`config.mk`:
```
export PLATFORM = sky130hd
export DESIGN_NAME = wgpd_queue
export DESIGN_NICKNAME = d
export VERILOG_FILES = /design/src/hw/rtl/wgpd_pkg.sv /design/src/hw/rtl/wgpd_cell.sv /design/src/hw/rtl/wgpd_queue.sv
export SDC_FILE = /design/constraint.sdc
export NUM_CORES = 2
export LEC_CHECK = 0
export BUFFER_PORTS_ARGS = -buffer_cell sky130_fd_sc_hd__clkbuf_2
export CAP_MARGIN = 20
export CORE_MARGIN = 2
export CORE_UTILIZATION = 61
export DETAILED_ROUTE_END_ITERATION = 7
export PLACE_DENSITY = 0.82
export SYNTH_ARGS = -nofsm -noshare
export SYNTH_HDL_FRONTEND = slang
export SYNTH_SLANG_ARGS = --single-unit
```
`constraint.sdc`:
```
create_clock -name clk -period 6.73 [get_ports clk]
set_input_delay 1.0095 -clock clk [delete_from_list [all_inputs] [get_ports clk]]
set_output_delay 1.0095 -clock clk [all_outputs]
set_load 0.005 [all_outputs]
```
`src/hw/rtl/wgpd_pkg.sv`:
```
// types, codes and sizes for the watermark gated priority dispatch block
// no dependencies
`timescale 1ns / 1ps
`default_nettype none
package wgpd_pkg;

  localparam int QUEUE_DEPTH = 16;

  localparam int ID_W   = 22;
  localparam int PRIO_W = 8;
  localparam int CNT_W  = 10;

  // request op codes
  localparam logic [1:0] OP_ARRIVE   = 2'd0;
  localparam logic [1:0] OP_DISPATCH = 2'd1;
  localparam logic [1:0] OP_TOGGLE   = 2'd2;
  localparam logic [1:0] OP_WITHDRAW = 2'd3;

  // result kinds
  localparam logic [1:0] KIND_ADMIT    = 2'd0;
  localparam logic [1:0] KIND_WITHDRAW = 2'd1;
  localparam logic [1:0] KIND_REJECT   = 2'd2;

  // configuration register indexes
  localparam logic CFG_UPPER_MARK = 1'b0;
  localparam logic CFG_LOWER_MARK = 1'b1;

  typedef struct packed {
    logic [1:0]        op;
    logic              cls;
    logic [ID_W-1:0]   entry_id;
    logic [PRIO_W-1:0] prio;
    logic [CNT_W-1:0]  downstream_count;
  } in_req_t;

  typedef struct packed {
    logic [1:0]        kind;
    logic              out_cls;
    logic [ID_W-1:0]   out_id;
    logic [PRIO_W-1:0] out_prio;
  } out_res_t;

  typedef enum logic [1:0] {
    Q_IDLE,
    Q_INSERT,
    Q_POP,
    Q_WITHDRAW
  } q_op_t;

  typedef struct packed {
    logic              valid;
    logic [ID_W-1:0]   id;
    logic [PRIO_W-1:0] prio;
  } entry_t;

  typedef struct packed {
    q_op_t             op;
    logic [ID_W-1:0]   id;
    logic [PRIO_W-1:0] prio;
  } q_cmd_t;

  // left-to-right link between neighboring cells
  typedef struct packed {
    entry_t ent;
    logic   ge;
    logic   found;
    entry_t sel;
  } fwd_link_t;

  typedef struct packed {
    entry_t head;
    logic   full;
    logic   found;
    entry_t sel;
  } q_status_t;

endpackage
`default_nettype wire

```
`src/hw/rtl/wgpd_cell.sv`:
```
// one slot of the sorted queue chain, talks only to its two neighbors and the shared command
// depends on wgpd_pkg
`timescale 1ns / 1ps
`default_nettype none
module wgpd_cell (
  input  logic                clk,
  input  logic                rst_n,
  input  wgpd_pkg::q_cmd_t    cmd,
  input  wgpd_pkg::fwd_link_t fwd_in,
  input  wgpd_pkg::entry_t    right_ent,
  output wgpd_pkg::fwd_link_t fwd_out
);
  import wgpd_pkg::*;

  logic              valid_r;
  logic [ID_W-1:0]   id_r;
  logic [PRIO_W-1:0] prio_r;
  entry_t            cur;
  entry_t            ent_nxt;
  logic              ge;
  logic              match;

  assign cur   = '{valid: valid_r, id: id_r, prio: prio_r};
  assign ge    = valid_r && (prio_r >= cmd.prio);
  assign match = valid_r && (id_r == cmd.id);

  always_comb begin
    fwd_out.ent   = cur;
    fwd_out.ge    = ge;
    fwd_out.found = fwd_in.found | match;
    // first match along the chain is the best-ranked one
    fwd_out.sel   = fwd_in.found ? fwd_in.sel : cur;
  end

  always_comb begin
    ent_nxt = cur;
    case (cmd.op)
      Q_INSERT: begin
        // entries at or above the new priority stay, the rest move right
        if (!ge) begin
          if (fwd_in.ge) begin
            ent_nxt = '{valid: 1'b1, id: cmd.id, prio: cmd.prio};
          end else begin
            ent_nxt = fwd_in.ent;
          end
        end
      end
      Q_POP: begin
        ent_nxt = right_ent;
      end
      Q_WITHDRAW: begin
        if (fwd_out.found) begin
          ent_nxt = right_ent;
        end
      end
      default: begin
        ent_nxt = cur;
      end
    endcase
  end

  always_ff @(posedge clk) begin
    if (!rst_n) begin
      valid_r <= 1'b0;
    end else begin
      valid_r <= ent_nxt.valid;
    end
  end

  always_ff @(posedge clk) begin
    id_r   <= ent_nxt.id;
    prio_r <= ent_nxt.prio;
  end

endmodule
`default_nettype wire

```
`src/hw/rtl/wgpd_queue.sv`:
```
// one class queue: a chain of cells kept sorted, best entry in the first cell
// depends on wgpd_pkg and wgpd_cell
`timescale 1ns / 1ps
`default_nettype none
module wgpd_queue (
  input  logic                clk,
  input  logic                rst_n,
  input  wgpd_pkg::q_cmd_t    cmd,
  output wgpd_pkg::q_status_t status
);
  import wgpd_pkg::*;

  fwd_link_t link [QUEUE_DEPTH+1];
  entry_t    rent [QUEUE_DEPTH];

  always_comb begin
    link[0]    = '0;
    link[0].ge = 1'b1;
  end

  genvar g;
  generate
    for (g = 0; g < QUEUE_DEPTH; g++) begin : g_cell
      if (g == QUEUE_DEPTH - 1) begin : g_last
        assign rent[g] = '0;
      end else begin : g_mid
        assign rent[g] = link[g+2].ent;
      end

      wgpd_cell u_cell (
        .clk       (clk),
        .rst_n     (rst_n),
        .cmd       (cmd),
        .fwd_in    (link[g]),
        .right_ent (rent[g]),
        .fwd_out   (link[g+1])
      );
    end
  endgenerate

  // the chain stays packed, so the last cell tells full
  always_comb begin
    status.head  = link[1].ent;
    status.full  = link[QUEUE_DEPTH].ent.valid;
    status.found = link[QUEUE_DEPTH].found;
    status.sel   = link[QUEUE_DEPTH].sel;
  end

endmodule
`default_nettype wire

```
==> metrics.log <==
INFO  metric ys_async_sr_fraction = 0%
INFO  metric clk_pin_slew_worst_paths = 60 ps
INFO  metric drv.max_cap_violation_count = 0
INFO  metric grt_max_degree = 170
INFO  metric ctsLongestPathBuffers = 3
INFO  metric finalWorstPathRequiredPeriod = 6730 ps
INFO  metric wl_per_cell = approximately 31 µm
INFO  metric timing.final.crit_share = 100%
INFO  metric setup_tns = 0 ps
INFO  metric slew_at_the_pin_closest_to_its_max_slew_limit = 1250 ps
INFO  metric most_used_flip_flop_cell_after_synthesis = sky130_fd_sc_hd__edfxtp_1
INFO  metric min-delay-path-class = flip-flop to flip-flop
INFO  metric wl_met2 = approximately 63 mm
INFO  metric ctsResizeCount = 0
INFO  metric cellLeakagePower = between 15 and 20 nW
INFO  metric fill_cells = between 4000 and 5000
INFO  metric critPathCaptureType = output pin
INFO  metric route.antenna.remaining_nets = 0
INFO  metric fin_cells = 4743
INFO  metric placed_cells = around 4600
INFO  metric path_cells = clkbuf_2 -> buf_4 -> xnor2_1 -> nand4_1 -> nor4_2 -> nand2_1 -> o22ai_1 -> nor2_1 -> o32ai_1 -> nor2_1 -> clkbuf_2
INFO  metric irDropWorstVdd = 0.000221 V
INFO  metric place_congestion = approximately 1.1
INFO  metric met1_routed_length = 51.8 mm
INFO  metric die_w = 252 µm
INFO  metric synth_top_cells_by_count = 559 x sky130_fd_sc_hd__nand2_1, 480 x sky130_fd_sc_hd__edfxtp_1, 438 x sky130_fd_sc_hd__o21ai_0, 395 x sky130_fd_sc_hd__mux2i_1, 298 x sky130_fd_sc_hd__xnor2_1
INFO  metric power_switching_share = 33.3%
INFO  metric synthMostInstantiatedCell = sky130_fd_sc_hd__nand2_1
INFO  metric port_buffers = 97
INFO  metric number_of_top_level_pins = between 90 and 100
INFO  metric drive_gt1_share = 10.6%
INFO  metric family_with_the_most_delay_on_the_worst_path = simple AND/OR/NAND/NOR gates
INFO  metric status = finished clean
INFO  metric seq_power_share = 46.3%
INFO  metric timing.critical_path.slowest_cell_delay = 860 ps
INFO  metric cts.repair_timing.setup_buffer_count = 0
INFO  metric final.hold.worst_slack = 569 ps
INFO  metric fp.dieH = ~250 µm
INFO  metric post_synth_instance_area = roughly 0.037 mm²
INFO  metric synth_cells = 3963
INFO  metric cp_slowest_cell = sky130_fd_sc_hd__o32ai_1
INFO  metric preCtsSetupSlack = between 300 and 400 ps
INFO  metric cts_tree = yes
INFO  metric slew_hr = 17.0%
INFO  metric yosys_register_bits = slightly below 500
INFO  metric gr-total-overflow = 0
INFO  metric cts.htree.levels = 2
INFO  metric ys_types = 96
INFO  metric drt_drc_violations_left = 0
INFO  metric layout.core_utilization = 66.6%
INFO  metric synthesis.yosys.warnings = 0
INFO  metric setup_viol_count_final = 0
INFO  metric yosys.area.top_type_share = approximately 38%
INFO  metric vias = approximately 34000
INFO  metric cts_buffers = 55
INFO  metric flow.area_growth_from_synthesis = 7.69%
INFO  metric fin_ws = between 0.5 and 0.6 ps
INFO  metric power.density = 236 mW/mm²
INFO  metric post_route_wl = 145 mm
INFO  metric synth_sequential_area_ratio = 39.3%
INFO  metric synth_enable_flop_cells = 480
INFO  metric route.detailed.vias_per_inst = 7.20
INFO  metric firstDrtPassIters = 7
INFO  metric postSynthNetCount = 4125
INFO  metric switchingPower = 3.16 mW
INFO  metric cellInternalPower = 6.35 mW
INFO  metric hold_buffers = 0
INFO  metric regToRegSetupSlack = between 2000 and 2500 ps
INFO  metric finalMaxSlewViolations = 0
INFO  metric clock_tree.root_cell = sky130_fd_sc_hd__clkbuf_16
INFO  metric timing.critical_path.fanout_max = 20
INFO  metric initial_core_utilization = 61.9%
INFO  metric clk-insertion-delay-late = 670 ps
INFO  metric place_hpwl = 107 mm
INFO  metric layout.nets = 4076
INFO  metric grtUsageTotal = 44.9%
INFO  metric setup.worst_path.start_class = input port
INFO  metric clock.fmax = 149 MHz
INFO  metric syn-mean-instance-area = 9.46 µm²
INFO  metric worstPathArrival = 5720 ps
INFO  metric die_area = 0.0635 mm²
INFO  metric grt_pass1_wl = 212 mm
INFO  metric timing_worst_setup_path_type = input port to output pin
INFO  metric comb_power_share = ~21%
INFO  metric hold_viol_final = 0
INFO  metric clock_skew = 29.2 ps
INFO  metric worst_path_buf_inv = 3
INFO  metric drtIter0Drc = 5798
INFO  metric route.top_layer_used = met5
INFO  metric setup_repair_after_global_routing_missed_its_margin = no
INFO  metric rows = 90
INFO  metric antenna_found_initial = 3
INFO  metric crit_required = 5720 ps
INFO  metric grt_pass1_vias = 31900
INFO  metric clockPowerShare = 33.0%
INFO  metric yosys.area.top_type = sky130_fd_sc_hd__edfxtp_1
INFO  metric ys_top_cells_by_area = sky130_fd_sc_hd__edfxtp_1 38%, sky130_fd_sc_hd__mux2i_1 11%, sky130_fd_sc_hd__xnor2_1 7.0%
INFO  metric coreArea = roughly 0.06 mm²
INFO  metric dr_wl_met3 = 18.9 mm
INFO  metric cts_num_sinks = 496
## worst register-to-register path, delay by kind of cell (launching register included)
kind	cells	cell delay, ps
simple gates	6	1860
buf+inv	3	960
flops	1	490
xor+xnor	1	390
compound gates	2	380
## state kept, by name, indices dropped and copies added, names as in the netlist
name / cells
g_cell.u_cell.valid_r: 16
g_cell.u_cell.prio_r: 128
g_cell.u_cell.id_r: 352
## path summary, 6_finish.rpt
check | from | endpoint | cells past startpoint
max | cmd[18] | status[26] | 11
min | g_cell[15].u_cell.prio_r[0]$_SDFFCE_PN0P_ | g_cell[14].u_cell.prio_r[0]$_DFFE_PP_ | 2
max reg2reg | g_cell[2].u_cell.id_r[3]$_DFFE_PP_ | g_cell[8].u_cell.id_r[11]$_DFFE_PP_ | 12
min reg2reg | g_cell[15].u_cell.prio_r[0]$_SDFFCE_PN0P_ | g_cell[14].u_cell.prio_r[0]$_DFFE_PP_ | 2
## final cells by class
type                    instances  area [µm²]  share of cell area (%)
clock inverters                35         314                   0.778
clock buffers                  68        1500                    3.70
multi-input cells            3081       21000                    52.1
diodes                          1        2.50                 0.00620
inverters                      53         199                   0.493
flip-flops and latches        496       14700                    36.5
well taps                     782         978                    2.42
repair buffers                227        1610                    3.98
## cell usage in the layout, fill, tap and decap left out, types with 19 or more instances in the layout
cell                        count
sky130_fd_sc_hd__a2bb2oi_1     52
sky130_fd_sc_hd__xor2_1        49
sky130_fd_sc_hd__o21ai_0      435
sky130_fd_sc_hd__and3_1        19
sky130_fd_sc_hd__a31oi_1       21
sky130_fd_sc_hd__clkinv_2      19
sky130_fd_sc_hd__mux2_2        29
sky130_fd_sc_hd__a21oi_1      150
sky130_fd_sc_hd__a211oi_1      32
sky130_fd_sc_hd__mux2i_1      395
sky130_fd_sc_hd__nor3_1        26
sky130_fd_sc_hd__clkbuf_16     55
sky130_fd_sc_hd__a21o_1        43
sky130_fd_sc_hd__nand2b_1      21
sky130_fd_sc_hd__edfxtp_1     480
sky130_fd_sc_hd__nand4_1      134
sky130_fd_sc_hd__clkbuf_2      96
sky130_fd_sc_hd__a221oi_1      23
sky130_fd_sc_hd__xnor2_1      298
sky130_fd_sc_hd__nor4_1        40
sky130_fd_sc_hd__ha_1         128
sky130_fd_sc_hd__nand3_1       82
sky130_fd_sc_hd__inv_1         51
sky130_fd_sc_hd__nand2_1      559
sky130_fd_sc_hd__buf_4        121
sky130_fd_sc_hd__o211ai_1      45
sky130_fd_sc_hd__nor2_1       198
## kinds of logic after synthesis
family                     Yosys count  share of synthesized area, %
DFF                                496                          39.3
adders and majority gates          128                          4.27
and+or+nand+nor                   1177                          14.8
AOI/OAI and AO/OA                  995                          16.7
xor gates and xnor gates           357                          8.54
muxes                              424                          11.4
buffers and inverters              386                          5.03
## power by group through the flow
stage               combinational, mW  sequential [mW]  clock [mW]
CTS                              1.90             4.37        3.11
floorplan                        1.37             4.18           0
detailed placement               1.88             4.44           0
global route                     2.10             4.42        3.23
finish                           1.97             4.41        3.13
global placement                 1.82             4.43           0
## stage by stage
step           area (µm²)  power (mW)
2_1_floorplan       37500        5.55
3_3_place_gp        38500        6.26
3_5_place_dp        38500        6.32
4_1_cts             40300        9.38
5_1_grt             40400        9.75
6_report            40400        9.51
## layer usage
layer	up-vias	track usage (%)
met4	2	29.0
met2	2961	68.0
met3	689	9.83
met1	15900	58.4
li1	14600	-
met5	-	0
Note: power is estimated with default switching activity, not from simulation.
